===== src/hw/rtl/particle_cell_histogram_3d_macros.svh =====
// Assertion macros shared by the histogram RTL.
`ifndef PARTICLE_CELL_HISTOGRAM_3D_MACROS_SVH
`define PARTICLE_CELL_HISTOGRAM_3D_MACROS_SVH

// same-cycle implication, sampled on clk, off during reset
`define PCH_ASSERT_IMP(label, ante, cons) \
	label: assert property (@(posedge clk) disable iff (!arst_n) (ante) |-> (cons)) \
		else $error("assertion failed");

// next-cycle implication, sampled on clk, off during reset
`define PCH_ASSERT_NEXT(label, ante, cons) \
	label: assert property (@(posedge clk) disable iff (!arst_n) (ante) |=> (cons)) \
		else $error("assertion failed");

`endif


===== src/hw/rtl/pch3d_pkg.sv =====
// Types and constants of the particle cell histogram.
package pch3d_pkg;

	localparam int MAX_CELLS = 32768;
	localparam int CELL_AW   = 15;
	localparam int COORD_W   = 11;
	localparam int MAG_W     = 33;
	localparam int INV_W     = 24;
	localparam int PROD_W    = MAG_W + INV_W;
	localparam int Q_W       = PROD_W - 32;
	localparam int NXNY_W    = 2 * COORD_W;
	localparam int TZ_W      = 3 * COORD_W;
	localparam int LIN_W     = TZ_W + 1;

	typedef enum logic [1:0] {
		FUNC_CLEAR,
		FUNC_ADD,
		FUNC_READ,
		FUNC_NOP
	} func_t;

	typedef enum logic [2:0] {
		CFG_ORIGIN_X,
		CFG_ORIGIN_Y,
		CFG_ORIGIN_Z,
		CFG_INV_CELL_SIZE,
		CFG_CELLS_X,
		CFG_CELLS_Y,
		CFG_CELLS_Z
	} cfg_idx_t;

	typedef enum logic [1:0] {
		AX_X,
		AX_Y,
		AX_Z
	} axis_t;

	typedef enum logic [3:0] {
		S_CLR,
		S_IDLE,
		S_SUB,
		S_MUL,
		S_CHK,
		S_LIN1,
		S_LIN2,
		S_LIN3,
		S_RD,
		S_WR,
		S_RES
	} state_t;

	typedef struct packed {
		logic signed [31:0]  origin_x;
		logic signed [31:0]  origin_y;
		logic signed [31:0]  origin_z;
		logic [INV_W-1:0]    inv_cell_size;
		logic [COORD_W-1:0]  cells_x;
		logic [COORD_W-1:0]  cells_y;
		logic [COORD_W-1:0]  cells_z;
	} cfg_t;

	typedef struct packed {
		logic  cap;
		logic  sub;
		logic  mul;
		logic  chk;
		axis_t axis;
		logic  lin1;
		logic  lin2;
		logic  lin3;
		logic  rd;
		logic  wr;
		logic  clr_wr;
		logic  res_ld;
	} cmd_t;

	typedef struct packed {
		func_t func;
		logic  outside;
		logic  clr_last;
		logic  res_block;
	} status_t;

endpackage


===== src/hw/rtl/pch3d_ctrl.sv =====
// Controller state machine of the particle cell histogram.
`include "particle_cell_histogram_3d_macros.svh"

module pch3d_ctrl (
	input  logic                 clk,
	input  logic                 arst_n,
	input  logic                 item_valid,
	output logic                 item_stall,
	input  logic [1:0]           func,
	output pch3d_pkg::cmd_t      cmd,
	input  pch3d_pkg::status_t   st
);
	import pch3d_pkg::*;

	state_t state_q, state_d;
	axis_t  axis_q;
	logic   clr_item_q;
	logic   accept;

	assign accept = (state_q == S_IDLE) && item_valid;

	always_comb begin
		state_d = state_q;
		case (state_q)
			S_CLR:  if (st.clr_last) state_d = clr_item_q ? S_RES : S_IDLE;
			S_IDLE: begin
				if (item_valid) begin
					case (func_t'(func))
						FUNC_CLEAR: state_d = S_CLR;
						FUNC_ADD:   state_d = S_SUB;
						FUNC_READ:  state_d = S_RD;
						default:    state_d = S_RES;
					endcase
				end
			end
			S_SUB:  state_d = S_MUL;
			S_MUL:  state_d = S_CHK;
			S_CHK:  state_d = (axis_q == AX_Z) ? S_LIN1 : S_SUB;
			S_LIN1: state_d = S_LIN2;
			S_LIN2: state_d = S_LIN3;
			S_LIN3: state_d = S_RD;
			S_RD:   state_d = ((st.func == FUNC_ADD) && !st.outside) ? S_WR : S_RES;
			S_WR:   if (!st.res_block) state_d = S_IDLE;
			S_RES:  if (!st.res_block) state_d = S_IDLE;
			default: state_d = S_IDLE;
		endcase
	end

	always_comb begin
		cmd        = '0;
		cmd.axis   = axis_q;
		item_stall = 1'b1;
		case (state_q)
			S_CLR:  cmd.clr_wr = 1'b1;
			S_IDLE: begin
				item_stall = 1'b0;
				cmd.cap    = item_valid;
			end
			S_SUB:  cmd.sub  = 1'b1;
			S_MUL:  cmd.mul  = 1'b1;
			S_CHK:  cmd.chk  = 1'b1;
			S_LIN1: cmd.lin1 = 1'b1;
			S_LIN2: cmd.lin2 = 1'b1;
			S_LIN3: cmd.lin3 = 1'b1;
			S_RD:   cmd.rd   = 1'b1;
			S_WR: begin
				cmd.wr     = !st.res_block;
				cmd.res_ld = !st.res_block;
			end
			S_RES:  cmd.res_ld = !st.res_block;
			default: ;
		endcase
	end

	always_ff @(posedge clk or negedge arst_n) begin
		if (!arst_n) begin
			state_q    <= S_CLR;
			axis_q     <= AX_X;
			clr_item_q <= 1'b0;
		end else begin
			state_q <= state_d;
			if (accept)
				clr_item_q <= (func_t'(func) == FUNC_CLEAR);
			if (state_q == S_CHK) begin
				case (axis_q)
					AX_X:    axis_q <= AX_Y;
					AX_Y:    axis_q <= AX_Z;
					default: axis_q <= AX_X;
				endcase
			end
		end
	end

	`PCH_ASSERT_NEXT(a_clr_done, (state_q == S_CLR) && st.clr_last, (state_q == S_IDLE) || (state_q == S_RES))
	`PCH_ASSERT_IMP(a_ld_free, cmd.res_ld, !st.res_block)
	`PCH_ASSERT_IMP(a_axis_lin, state_q == S_LIN1, axis_q == AX_X)

endmodule


===== config.mk =====
export PLATFORM = sky130hd
export DESIGN_NAME = pch3d_ctrl
export DESIGN_NICKNAME = d
export VERILOG_FILES = /design/src/hw/rtl/pch3d_pkg.sv /design/src/hw/rtl/pch3d_ctrl.sv
export VERILOG_INCLUDE_DIRS = /design/src /design/src/hw/rtl
export SDC_FILE = /design/constraint.sdc
export NUM_CORES = 1
export LEC_CHECK = 0
export BUFFER_PORTS_ARGS = -buffer_cell sky130_fd_sc_hd__buf_2
export CORE_AREA = 2 2 39 41
export DETAILED_ROUTE_END_ITERATION = 10
export DIE_AREA = 0 0 41 43
export GPL_TIMING_DRIVEN = 1
export PLACE_DENSITY = 0.74
export SYNTH_ARGS = -nofsm -noshare
export SYNTH_HDL_FRONTEND = slang
export SYNTH_SLANG_ARGS = --single-unit
export TNS_END_PERCENT = 10

===== constraint.sdc =====
create_clock -name clk -period 2.85 [get_ports clk]
set_input_delay 0.1425 -clock clk [delete_from_list [all_inputs] [get_ports clk]]
set_output_delay 0.1425 -clock clk [all_outputs]
set_load 0.01 [all_outputs]

==> After elaboration in Yosys (flattened, before gate mapping) <==
Index checks and enable logic that the tools add are counted.
{ "word_totals": {"register_bits": 7, "inputBits": 10, "output_inout_bits": 14, "word_cells": 51} }
{ "classes": {"n_eq_ne": 18, "muxes": 21, "reduce_logical": 9} }
{ "ops": {"columns": ["op", "count"], "rows": [
  ["case mux 4 bit (10 select lines)", 1],
  ["equality test 4 x 3 -> 1 bit (second input constant)", 4],
  ["two-way mux 4 bit", 4],
  ["equality test 4 bit (second input constant)", 3],
  ["two-way mux 1 bit", 12],
  ["case mux 4 bit (3 select lines)", 1],
  ["equality test 4 x 2 -> 1 bit (second input constant)", 2],
  ["equality test 2 x 1 -> 1 bit (second input constant)", 3],
  ["!= test 2 bit (second input constant)", 3],
  ["equality test 2 bit (second input constant)", 2],
  ["equality test 4 x 1 -> 1 bit (second input constant)", 1],
  ["zero test 2 bit", 2],
  ["zero test 4 bit", 1],
  ["case mux 2 bit (2 select lines)", 1],
  ["two-way mux 3 bit", 1],
  ["AND reduction 3 bit", 1],
  ["logical AND 1 bit", 2],
  ["zero test 1 bit", 2],
  ["two-way mux 2 bit", 1],
  ["OR reduction 2 bit", 1]
]} }

==> Depth between registers and ports, before layout <==
{ "logic_depth": {"word_depth": 4, "ltp_mapped": 5, "ltp_nobuf": 4} }

==> Worst setup path after synthesis <==
Ideal clock, no wire load.
{ "synth_path": {"path_kind": "reg2reg", "startpoint": "register state_q[3]", "endpoint": "register axis_q[0]", "setup_time_ns": 0.127, "arrival_time_ns": 1.230, "required_ns": 2.723, "path_slack_ns": 1.493, "stages_incl_launch_ff": 4, "n_path_buf": 0, "synth_period_minus_slack_ns": 1.357, "cell_sequence": "dfrtp_1 -> nand2b_1 -> nor3_2 -> mux2_1"} }
{ "synth_between": {"elab_chain_cells": 1} }
{ "synth_rtl": {"columns": ["element", "line_no", "source"], "rows": [
  ["start, declared", "pch3d_ctrl.sv:15", "state_t state_q, state_d;"],
  ["start signal, assigned", "pch3d_ctrl.sv:81", "state_q <= state_d;"],
  ["equality test 4 x 3 -> 1 bit", "pch3d_ctrl.sv:84", "if (state_q == S_CHK) begin"],
  ["end signal, assigned", "pch3d_ctrl.sv:86", "AX_X: axis_q <= AX_Y;"],
  ["end signal, assigned", "pch3d_ctrl.sv:87", "AX_Y: axis_q <= AX_Z;"],
  ["end signal, assigned", "pch3d_ctrl.sv:88", "default: axis_q <= AX_X;"],
  ["end, declared", "pch3d_ctrl.sv:16", "axis_t axis_q;"]
]} }
Every way passes these cells.
A chain may end at the register's enable or synchronous reset.

==> impl_metrics.tcl <==
set metrics [dict create \
    path_clk_slew_ns 0.04 \
    grt_max_degree 19 \
    synth_edf_count 0 \
    cap_violations 0 \
    drt_iter0_drc 12 \
    drive_gt1_frac 0.284 \
    drt-wirelength-per-cell_um 11.1 \
    worstSetupEndpointType "output pin" \
    max_freq_mhz 580 \
    fin_cells 111 \
    rows 14 \
    yosysWarnings 0 \
    dieHeight_um 43 \
    clock_latency_ns 0.24 \
    synth_nets 83 \
    hold_path.class "input pin to asynchronous set/reset pin" \
    ir_worst_vdd_uv 436 \
    synth.distinct_cells 33 \
    area_growth_pct 23.1 \
    vias 579 \
    cts_made_buffers 3 \
    cp.arrival_ns 1.58 \
    initial_utilization 0.420 \
    vias_per_cell 5.22 \
    final_nets 106 \
    hpwl_um 930 \
    grt_first_pass_wirelength_um 1860 \
    critPathKind "flip-flop to output pin" \
    yosys.area.top_type "dfrtp_1" \
    gr-total-overflow 0 \
    required_ns 2.71 \
    die_w_um 41 \
    synth_top_area_frac 0.302 \
    synth_common_cells "nor2_1 (9), dfrtp_1 (7), nand2_1 (6), nor3_1 (6), a21oi_1 (5)" \
    reg2reg_depth 4 \
    synthTopCellsByArea "dfrtp_1 (30%), nor2_1 (5.8%), nor3_1 (5.2%)" \
    cts_root_buf "clkbuf_4" \
    worst_slew_pin_slew_ns 0.511 \
    critPathLaunch "state_q[1]" \
    die_area_mm2 0.00176 \
    synth.most_common_cell "nor2_1" \
    fin_skew_ns 0.000230 \
    grt_pass1_vias 456 \
    hold_viol 0 \
    timing.rr.start "state_q[0]" \
    slew_headroom 0.659 \
    clockBufferDepth 2 \
    drv_slew 0 \
    seq_area_frac_synth 0.302 \
    rsz0062_at_grt "false" \
    ant_nets 0 \
    diodes 0 \
    post_cts_resized 0 \
    grt_use_total 0.157 \
    cp_max_fo 18 \
    status "completed" \
    drc 0 \
    netlist_area_um2 581 \
    ys_seq_elements 7 \
    coreArea_mm2 0.00138 \
    cts_tree "built" \
    globalplace.congestion 0.794 \
    power_per_cell_area_mw_per_mm2 1050 \
    period_share 0.605 \
    io_pins 24 \
    grt_antenna_before_repair 0 \
    p_leak_nw 0.358 \
    htree_levels 1 \
    ys.flop_type "dfrtp_1" \
    async_reset_ff_frac 1.00 \
    cp-start-kind "flip-flop" \
    setup_viol 0 \
    dp_cells 106 \
    syn_inst 73 \
    port_buffers 23 \
    routed_wirelength_um 1230 \
    period_minus_slack_ns 1.73 \
    setup_tns_ns 0 \
    syn_area_per_cell_um2 7.95 \
    first_pass_iters 4 \
    cts_num_sinks 7 \
    n_fill_cell 140 \
]
## flip-flops by register name (all words and copies together), names as in the netlist
register	cells
clr_item_q	1
state_q	4
axis_q	2
## repair_timing
item	CTS	global route
hold buffers	1	0
endpoints found under the hold margin	7	0
buffers inserted	0	0
## kinds of logic after synthesis
| group | after synthesis | share of synthesized area |
|---|---|---|
| and+or+nand+nor | 38 | 0.360 |
| AOI/OAI and AO/OA | 14 | 0.157 |
| buffers and inverters | 8 | 0.0776 |
| muxes | 4 | 0.0733 |
| xor gates and xnor gates | 2 | 0.0302 |
| DFF | 7 | 0.302 |
## power breakdown
part / internal [mW] / switching (mW)
registers: 0.144 / 0.118
clock network: 0.0530 / 0.0301
logic: 0.195 / 0.209
total: 0.392 / 0.357
## final timing paths
kind / endpoint / slack, ns
worst min register to register: axis_q[1] / 0.54
worst max-delay path: cmd[0] / 1.12
min in group clk: clr_item_q / 0.26
max in group asynchronous: state_q[0] / 2.46
worst min-delay path: state_q[1] / 0.25
worst max register to register: clr_item_q / 1.26
## through the flow
stage / setup slack (ns) / utilization / power (mW) / hold slack [ns] / area (um2)
floorplan: 1.49 / - / 0.568 / -0.153 / 581
global placement: 1.34 / 0.490 / 0.659 / -0.0219 / 678
detailed placement: 1.28 / 0.490 / 0.665 / -0.0245 / 678
CTS: 1.12 / 0.516 / 0.757 / 0.244 / 714
global route: 0.980 / 0.516 / 0.828 / 0.262 / 714
finish: 1.12 / 0.516 / 0.749 / 0.252 / 714
## critical path, cell delays in order, from the launching register on
cell and delay, ns:
dfrtp_1 0.66, xor2_1 0.31, nor3b_1 0.21, buf_2 0.16
## layout make-up
type | count | area, um2 | area share
multi-input combinational | 58 | 360 | 0.504
sequential | 7 | 175 | 0.245
timing repair buffer | 24 | 125 | 0.175
clock buffer | 4 | 26.3 | 0.0368
tap | 16 | 20.0 | 0.0280
inverter | 2 | 7.51 | 0.0105
## layer usage
layer | wire length, um | vias up | track usage
li1 | - | 309 | -
met1 | 557 | 256 | 0.208
met2 | 607 | 14 | 0.231
met3 | 62 | 0 | 0.0157
met4 | 0 | 0 | 0.100
met5 | 0 | - | 0
## layout by cell type, fill, tap and decap left out, types with 2 or more instances in the layout
cell       n
clkbuf_4   3
and3_1     2
nand3b_1   2
nand2_1    6
dfrtp_1    7
inv_1      2
xor2_1     2
nor2_1     9
buf_2     23
mux2_1     2
o21ai_0    2
a21oi_1    5
mux2i_1    2
nand2b_1   3
nor3b_1    2
nor3_1     6
Note: power is estimated with default switching activity, not from simulation.
