### src/hw/rtl/particle_cell_histogram_3d_macros.svh
// Assertion macros shared by the histogram RTL.
`ifndef PARTICLE_CELL_HISTOGRAM_3D_MACROS_SVH
`define PARTICLE_CELL_HISTOGRAM_3D_MACROS_SVH

// same-cycle implication, sampled on clk, off during reset
`define PCH_ASSERT_IMP(label, ante, cons) \
	label: assert property (@(posedge clk) disable iff (!arst_n) (ante) |-> (cons)) \
		else $error("assertion failed");

// next-cycle implication, sampled on clk, off during reset
`define PCH_ASSERT_NEXT(label, ante, cons) \
	label: assert property (@(posedge clk) disable iff (!arst_n) (ante) |=> (cons)) \
		else $error("assertion failed");

`endif

### src/hw/rtl/pch3d_pkg.sv
// Types and constants of the particle cell histogram.
package pch3d_pkg;

	localparam int MAX_CELLS = 32768;
	localparam int CELL_AW   = 15;
	localparam int COORD_W   = 11;
	localparam int MAG_W     = 33;
	localparam int INV_W     = 24;
	localparam int PROD_W    = MAG_W + INV_W;
	localparam int Q_W       = PROD_W - 32;
	localparam int NXNY_W    = 2 * COORD_W;
	localparam int TZ_W      = 3 * COORD_W;
	localparam int LIN_W     = TZ_W + 1;

	typedef enum logic [1:0] {
		FUNC_CLEAR,
		FUNC_ADD,
		FUNC_READ,
		FUNC_NOP
	} func_t;

	typedef enum logic [2:0] {
		CFG_ORIGIN_X,
		CFG_ORIGIN_Y,
		CFG_ORIGIN_Z,
		CFG_INV_CELL_SIZE,
		CFG_CELLS_X,
		CFG_CELLS_Y,
		CFG_CELLS_Z
	} cfg_idx_t;

	typedef enum logic [1:0] {
		AX_X,
		AX_Y,
		AX_Z
	} axis_t;

	typedef enum logic [3:0] {
		S_CLR,
		S_IDLE,
		S_SUB,
		S_MUL,
		S_CHK,
		S_LIN1,
		S_LIN2,
		S_LIN3,
		S_RD,
		S_WR,
		S_RES
	} state_t;

	typedef struct packed {
		logic signed [31:0]  origin_x;
		logic signed [31:0]  origin_y;
		logic signed [31:0]  origin_z;
		logic [INV_W-1:0]    inv_cell_size;
		logic [COORD_W-1:0]  cells_x;
		logic [COORD_W-1:0]  cells_y;
		logic [COORD_W-1:0]  cells_z;
	} cfg_t;

	typedef struct packed {
		logic  cap;
		logic  sub;
		logic  mul;
		logic  chk;
		axis_t axis;
		logic  lin1;
		logic  lin2;
		logic  lin3;
		logic  rd;
		logic  wr;
		logic  clr_wr;
		logic  res_ld;
	} cmd_t;

	typedef struct packed {
		func_t func;
		logic  outside;
		logic  clr_last;
		logic  res_block;
	} status_t;

endpackage

### src/hw/rtl/pch3d_cfg.sv
// Configuration register file of the particle cell histogram.
module pch3d_cfg (
	input  logic              clk,
	input  logic              arst_n,
	input  logic              cfg_valid,
	output logic              cfg_ready,
	input  logic [2:0]        cfg_index,
	input  logic [31:0]       cfg_data,
	output pch3d_pkg::cfg_t   cfg
);
	import pch3d_pkg::*;

	cfg_t cfg_q;
	logic wr_en;

	assign cfg_ready = 1'b1;
	assign wr_en     = cfg_valid && cfg_ready;
	assign cfg       = cfg_q;

	always_ff @(posedge clk or negedge arst_n) begin
		if (!arst_n) begin
			cfg_q.origin_x      <= '0;
			cfg_q.origin_y      <= '0;
			cfg_q.origin_z      <= '0;
			cfg_q.inv_cell_size <= INV_W'(21845);
			cfg_q.cells_x       <= COORD_W'(32);
			cfg_q.cells_y       <= COORD_W'(32);
			cfg_q.cells_z       <= COORD_W'(32);
		end else if (wr_en) begin
			case (cfg_index)
				CFG_ORIGIN_X:      cfg_q.origin_x      <= cfg_data;
				CFG_ORIGIN_Y:      cfg_q.origin_y      <= cfg_data;
				CFG_ORIGIN_Z:      cfg_q.origin_z      <= cfg_data;
				CFG_INV_CELL_SIZE: cfg_q.inv_cell_size <= cfg_data[INV_W-1:0];
				CFG_CELLS_X:       cfg_q.cells_x       <= cfg_data[COORD_W-1:0];
				CFG_CELLS_Y:       cfg_q.cells_y       <= cfg_data[COORD_W-1:0];
				CFG_CELLS_Z:       cfg_q.cells_z       <= cfg_data[COORD_W-1:0];
				default: ;
			endcase
		end
	end

endmodule

### config.mk
export PLATFORM = sky130hd
export DESIGN_NAME = pch3d_cfg
export DESIGN_NICKNAME = d
export VERILOG_FILES = /design/src/hw/rtl/particle_cell_histogram_3d_macros.svh /design/src/hw/rtl/pch3d_pkg.sv /design/src/hw/rtl/pch3d_cfg.sv
export SDC_FILE = /design/constraint.sdc
export NUM_CORES = 1
export LEC_CHECK = 0
export ABC_AREA = 1
export BUFFER_PORTS_ARGS = -buffer_cell sky130_fd_sc_hd__buf_2
export CAP_MARGIN = 5
export CORE_ASPECT_RATIO = 0.7
export CORE_MARGIN = 2
export CORE_UTILIZATION = 55
export CTS_CLUSTER_SIZE = 40
export DETAILED_ROUTE_END_ITERATION = 16
export PLACE_DENSITY = 0.82
export SYNTH_ARGS = -nofsm -noshare
export SYNTH_HDL_FRONTEND = slang
export SYNTH_SLANG_ARGS = --single-unit
### constraint.sdc
create_clock -name clk -period 1 [get_ports clk]
set_input_delay 0.05 -clock clk [delete_from_list [all_inputs] [get_ports clk]]
set_output_delay 0.05 -clock clk [all_outputs]
set_load 0.03 [all_outputs]
# Word level (Yosys, flattened, before mapping)
# Index checks and enable logic that the tools add are counted.
# totals
register_bits	153
inputBits	38
# classes
n_eq_ne	6
n_reduce_logical	8
# ops
cell	n
$reduce_and 2->1	7
$eq 3x3->1 const B	3
$eq 3x2->1 const B	2
$eq 3x1->1 const B	1
$logic_not 3->1	1

# Longest topological paths before layout
# Gate-level depths: netlist of the first run.
# depth
ltp_word	2
ltp_mapped	6

# Worst setup path before layout of the first run
# OpenSTA, ideal clock, no wires.
# synth_timing
path_kind	register -> register
start	register, netlist name cfg[33]
end	register cfg_q, in the netlist cfg[33]
setup_ns	0.060
t_arrival_ns	0.724
path_slack_ns	0.215
path_stages_with_launch	3
synth_period_minus_slack_ns	0.785
path_cell_list	dfstp_2 -> nand2_1 -> nand2_1
# synth_rtl
element	line	source
to (decl)	pch3d_cfg.sv:13	cfg_t cfg_q;

# Final worst setup path of the first run
# layout_timing
start	register cfg_q, in the netlist cfg[39]
end	output port cfg[39] in the netlist's numbering
# layout_rtl
element	line	source
to (decl)	pch3d_cfg.sv:9	output pch3d_pkg::cfg_t cfg
# No word-level cell between the ends.

==> impl_metrics.csv, run 1 <==
group,metric,value,unit
run,cap_viol_max_count,0,
yosys,ys_warn_count,0,
final_layout,final_nets,1032,
global_route,met1_usage,47.6,%
setup_path,cpPeakStageDelay,0.55,ns
outcome,status,"finished with violations",
global_route,met3_usage,13.6,%
final_layout,num_antenna_cells,0,
yosys,synth.yosys.seq_area_share,63.5,%
clock_network,clk_latency,0.43,ns
sta,setup_tns,-5.64,ns
sta,slew_violations,0,
setup_path,crit_chain,"buf_6",
yosys,ys_top_cells_by_count,"nand2_1 (364), dfrtp_1 (142), nand3_1 (107)",
clock_network,cts_tree,"built",
sta,rsz0062_at_grt,"true",
die,ios,192,
route,drt_iter0_markers,810,
setup_path,critPathBufInv,1,
die,die_area,11900,sq um
setup_path,critPathSlowestCell,"dfstp_2",
final_layout,area_growth,62.9,%
route,postRouteAntennaNets,0,
setup_path,worstSetupPathType,"register to output pin",
yosys,syn_area,6050,sq um
yosys,async_flop_share,100,%
clock_network,cts_made_buffers,17,
yosys,synth_nets,716,
global_route,grt_pass1_vias,6766,
final_layout,largest_register_ffs,153,
global_route,grt_use_total,40.6,%
die,die_w,129,um
setup_path,endpoint_kind,"output pin",
route,routed_via_density,6.01,
placed_design,io_buffers,190,
sta,finalCriticalPeriod,1.16,ns
sta,setup_ws,-0.160,ns
global_route,grt_start_max_net_pins,54,
sta,fmax,862,MHz
sta,hold_viol_final,0,
setup_path,cp_top_family,"flip-flops",
route,wl_per_cell,22.9,um
clock_network,clock-sinks,153,
placed_design,gp_congestion,0.866,
sta,setup_viol,153,
die,initial_core_util,57.5,%
yosys,synth_cells,678,
global_route,antenna_found_initial,0,
route,vias,6945,
yosys,ys_top_cells_by_area,"dfrtp_1 (59%), nand2_1 (23%), nand3_1 (8.9%)",
yosys,synth_edf_count,0,
yosys,synth_area_leader_cell,"dfrtp_1",
placed_design,place_ws,-0.0344,ns
route,wl,26500,um
global_route,grt_first_pass_wirelength,36000,um
power,power_leakage,5.38,nW
global_route,top_usage_layer,"met2",
yosys,synthMostInstantiatedCell,"nand2_1",
yosys,syn_area_per_cell,8.92,sq um
min_path,holdCritPathClass,"input pin to asynchronous set/reset pin",
setup_path,ff2ff_path_depth,3,
setup_path,crit_cells,1,
placed_design,hpwl,12200,um
die,core,10500,sq um
die,dieHeight,91.7,um
final_layout,drive_gt1_share,35.0,%
setup_path,start_kind,"register",
route,firstDrtPassIters,8,
power,peakVddDrop,1.59,mV
yosys,yosys.area.top_type_share,58.8,%
outcome,failed_checks,"setup timing",
setup_path,cp_max_fo,2,
route,drc_errors,0,
yosys,synth_cell_type_count,13,
sta,period_share,116,%
clock_network,clk_pin_slew_worst_paths,0.07,ns
setup_path,worstPathArrival,1.11,ns
yosys,yosys_register_bits,153,
global_route,met2_usage,64.9,%
global_route,grt_overflow,0,
clock_network,clockBufferDepth,2,
setup_path,crit_required,0.95,ns
clock_network,cts_root_buf,"clkbuf_16",
sta,skew,0,ns
power,p_per_area,2420,nW/um^2
die,row_count,31,
yosys,synth_flop_cell,"dfrtp_1",
clock_network,cts_max_level,4,
==> power by group <==
group / total [mW] / internal (mW) / switching, mW
clock network: 6.86 / 4.16 / 2.70
registers: 8.54 / 7.42 / 1.12
logic: 8.40 / 3.64 / 4.76
total: 23.8 / 15.2 / 8.58
==> metal layers <==
layer | vias up | share of wire (%)
met5 | - | 0
li1 | 2755 | -
met4 | 0 | 7.0
met3 | 194 | 12
met1 | 3335 | 33
met2 | 661 | 48
==> through the flow <==
step                      utilization (%)  power (mW)  instance area [sq um]  hold slack, ns  cells
after floorplan                         -        11.6                   6050          -0.246    678
after global placement               69.4        13.5                   7300         -0.0306   1003
after detailed placement             69.4        13.6                   7300         -0.0222   1003
after global routing                 93.7        24.4                   9850           0.133   1155
final                                93.7        23.8                   9850           0.112   1155
after CTS                            90.6        22.5                   9530           0.101   1112
==> kinds of logic after synthesis <==
family,after synthesis,share of synthesized area [%]
buf+inv,46,4.06
flops,153,63.5
other cells,1,0.0620
simple gates,478,32.3
==> final timing paths <==
kind | startpoint | endpoint | slack [ns]
worst min-delay path | arst_n | cfg[3]$_DFFE_PN0P_ | 0.11
worst max register to register | cfg[1]$_DFFE_PN0P_ | cfg[1]$_DFFE_PN0P_ | 0.04
max in group asynchronous | arst_n | cfg[43]$_DFFE_PN1P_ | 0.31
min in group clk | cfg_valid | cfg[35]$_DFFE_PN1P_ | 0.15
worst max-delay path | cfg[39]$_DFFE_PN1P_ | cfg[39] | -0.16
worst min register to register | cfg[27]$_DFFE_PN1P_ | cfg[27]$_DFFE_PN1P_ | 0.49
==> layout make-up <==
cell class,count,area (sq um)
clock buffers,19,433
well taps,148,185
flip-flops and latches,153,3840
repair buffers,337,3230
multi-input cells,479,1960
clock inverters,13,178
fillers,310,661
inverters,6,22.5
==> repair_timing <==
| action | CTS | global route |
|---|---|---|
| endpoints found under the setup margin | 153 | 153 |
| hold endpoints to repair | 287 | 0 |
| hold buffers | 33 | 0 |
| buffers inserted | 44 | 43 |
| gates resized for setup | 306 | 0 |
==> cell usage in the layout, fill, tap and decap left out <==
cell type and count:
buf_12 10, buf_2 36, buf_4 104, buf_6 154, bufinv_16 4, clkbuf_1 2
clkbuf_16 17, clkinv_2 5, clkinv_4 2, clkinvlp_4 2, conb_1 1, dfrtp_1 142
dfstp_2 11, dlygate4sd3_1 33, inv_1 4, inv_2 2, nand2_1 364, nand3_1 107
nor2_1 2, nor2_2 1, nor2_4 4
(Power assumes the default switching activity.)
==> run 2: changes to the inputs <==
--- a/config.mk
+++ b/config.mk
@@ -14,5 +14,6 @@
 export CTS_CLUSTER_SIZE = 40
 export DETAILED_ROUTE_END_ITERATION = 16
-export PLACE_DENSITY = 0.82
+export HOLD_SLACK_MARGIN = 0.15
+export PLACE_DENSITY = 0.86
 export SYNTH_ARGS = -nofsm -noshare
 export SYNTH_HDL_FRONTEND = slang
==> constraint.sdc (replaced) <==
create_clock -name clk -period 1 [get_ports clk]
set_input_delay 0.05 -clock clk [delete_from_list [all_inputs] [get_ports clk]]
set_output_delay 0.05 -clock clk [all_outputs]
set_load 0.005 [all_outputs]
==> run 2 against run 1 <==
  * Highest routed layer unchanged
  * Final cell count fell by 2.1%
  * Non-clock buffer count fell by 24
  * Sequential cell count stayed put
  * Combinational power fell by 51%
  * The flow still finishes with violations (setup timing)
  * First-iteration DRC count is 26% lower
  * Clock skew unchanged
  * Routed wire length down 24%
  * Largest cell class unchanged
  * Clock power grew 0.7%
  * Fmax up 4.5%
  * Worst setup slack improved by 0.050 ns
  * Die area unchanged
==> impl_metrics.csv, run 2 (same netlist as run 1, synthesis figures left out) <==
group,metric,value,unit
clock_network,clockBufferDepth,2,
route,vias,6168,
setup_path,r2r_slack,0.15,ns
setup_path,cp_top_family,"flip-flops",
power,peakVddDrop,1.24,mV
sta,setup_viol,26,
route,drc_errors,0,
final_layout,num_antenna_cells,0,
global_route,antenna_found_initial,0,
outcome,failed_checks,"setup timing",
global_route,grt_overflow,0,
setup_path,crit_chain,"buf_2",
outcome,status,"finished with violations",
final_layout,largest_register_ffs,153,
sta,setup_ws,-0.110,ns
die,initial_core_util,57.5,%
setup_path,cpPeakStageDelay,0.54,ns
placed_design,place_ws,-0.0345,ns
setup_path,r2r_end,"cfg[63]$_DFFE_PN0P_",
sta,hold_viol_final,0,
global_route,grt_pass1_vias,5776,
route,drt_iter0_markers,602,
route,wl,20100,um
setup_path,crit_cells,1,
setup_path,start_kind,"register",
sta,fmax,901,MHz
setup_path,critPathBufInv,1,
final_layout,final_common_cell,"nand2_1",
sta,period_share,111,%
final_layout,final_cell_mix,"nand2_1 (364), buf_2 (183), dfrtp_1 (142), nand3_1 (107), buf_4 (78)",
clock_network,clk_latency,0.41,ns
setup_path,endpoint_kind,"output pin",
clock_network,clock-sinks,153,
placed_design,gp_congestion,0.869,
route,postRouteAntennaNets,0,
global_route,grt_start_max_net_pins,56,
power,p_per_area,2180,nW/um^2
setup_path,worstPathArrival,1.06,ns
placed_design,io_buffers,190,
placed_design,hpwl,11800,um
clock_network,cts_max_level,4,
sta,finalCriticalPeriod,1.11,ns
global_route,grt_use_total,32.5,%
die,core,10500,sq um
sta,slew_violations,0,
power,power_leakage,5.03,nW
clock_network,cts_root_buf,"clkbuf_16",
clock_network,cts_tree,"built",
route,firstDrtPassIters,7,
power,finalPower,19.1,mW
setup_path,cp_max_fo,2,
sta,skew,0,ns
min_path,holdCritPathClass,"input pin to asynchronous set/reset pin",
die,row_count,31,
setup_path,startpoint,"cfg[39]$_DFFE_PN1P_",
die,dieHeight,91.7,um
final_layout,final_nets,1008,
setup_path,worstSetupPathType,"register to output pin",
global_route,grt_first_pass_wirelength,29600,um
setup_path,crit_required,0.95,ns
clock_network,cts_hold_buffers,35,
sta,rsz0062_at_grt,"true",
clock_network,cts_made_buffers,17,
route,wl_per_cell,17.8,um
final_layout,area_growth,45.2,%
setup_path,ff2ff_path_depth,4,
clock_network,clk_pin_slew_worst_paths,0.06,ns
setup_path,r2r_start,"cfg[63]$_DFFE_PN0P_",
die,ios,192,
route,routed_via_density,5.45,
die,die_area,11900,sq um
die,die_w,129,um
final_layout,drive_gt1_share,33.4,%
setup_path,critPathSlowestCell,"dfstp_2",
run,cap_viol_max_count,0,
setup_path,worstSetupEndpoint,"cfg[39]",
==> run 2: changes by cell type in the layout (fill, tap and decap cells not counted), moves of 3 or more <==
cell | before | now
buf_4 | 104 | 78
buf_6 | 154 | 7
inv_6 | 0 | 3
clkinv_2 | 5 | 2
buf_2 | 36 | 183
==> run 2: metrics by stage <==
stage                     hold slack (ns)  std cells  util, %  area (sq um)  TNS, ns
after floorplan                    -0.246        678        -          6050        0
after global placement            -0.0568       1003     69.4          7300        0
after detailed placement          -0.0541       1003     69.4          7300   -0.575
after CTS                          0.0824       1074     79.2          8330    -1.21
after global routing               0.0970       1131     83.5          8780    -3.07
final                              0.0868       1131     83.5          8780    -1.22
==> run 2: worst min path at each step <==
stage	startpoint	to	slack, ns	cells after the start
finish	arst_n	cfg[15]$_DFFE_PN0P_	0.09	2
global route	arst_n	cfg[15]$_DFFE_PN0P_	0.1	2
CTS	arst_n	cfg[15]$_DFFE_PN0P_	0.08	2
detailed placement	arst_n	cfg[15]$_DFFE_PN0P_	-0.05	1
global placement	arst_n	cfg[15]$_DFFE_PN0P_	-0.06	1
floorplan	arst_n	cfg[0]$_DFFE_PN0P_	-0.25	0
==> run 2: report_power, final <==
| part | internal, mW | total [mW] | switching [mW] | leakage [nW] |
|---|---|---|---|---|
| clock | 4.26 | 6.91 | 2.65 | 0.299 |
| sequential | 7.41 | 8.13 | 0.720 | 1.90 |
| combinational | 2.06 | 4.10 | 2.04 | 2.83 |
==> run 2: layer usage <==
metal / track usage (%) / part of all wire, % / vias up
met3: 9.16 / 11 / 71
met2: 53.0 / 49 / 423
met4: 11.0 / 2.9 / 0
li1: - / - / 2709
met1: 42.2 / 38 / 2965
met5: 0 / 0 / -
==> run 2: layout make-up <==
class                           instances  area [sq um]
Fill cell                             618          1730
Clock buffer                           18           439
Inverter                                6          22.5
Multi-Input combinational cell        479          1960
Tap cell                              148           185
Clock inverter                         14           195
Timing Repair Buffer                  313          2130
Sequential cell                       153          3840
==> run 2: what timing repair did <==
action,4_1_cts,5_1_grt
endpoints found under the setup margin,23,138
cloned,0,0
setup buffers,4,57
gates resized for setup,2,4
pin swaps,0,1
endpoints found under the hold margin,306,21
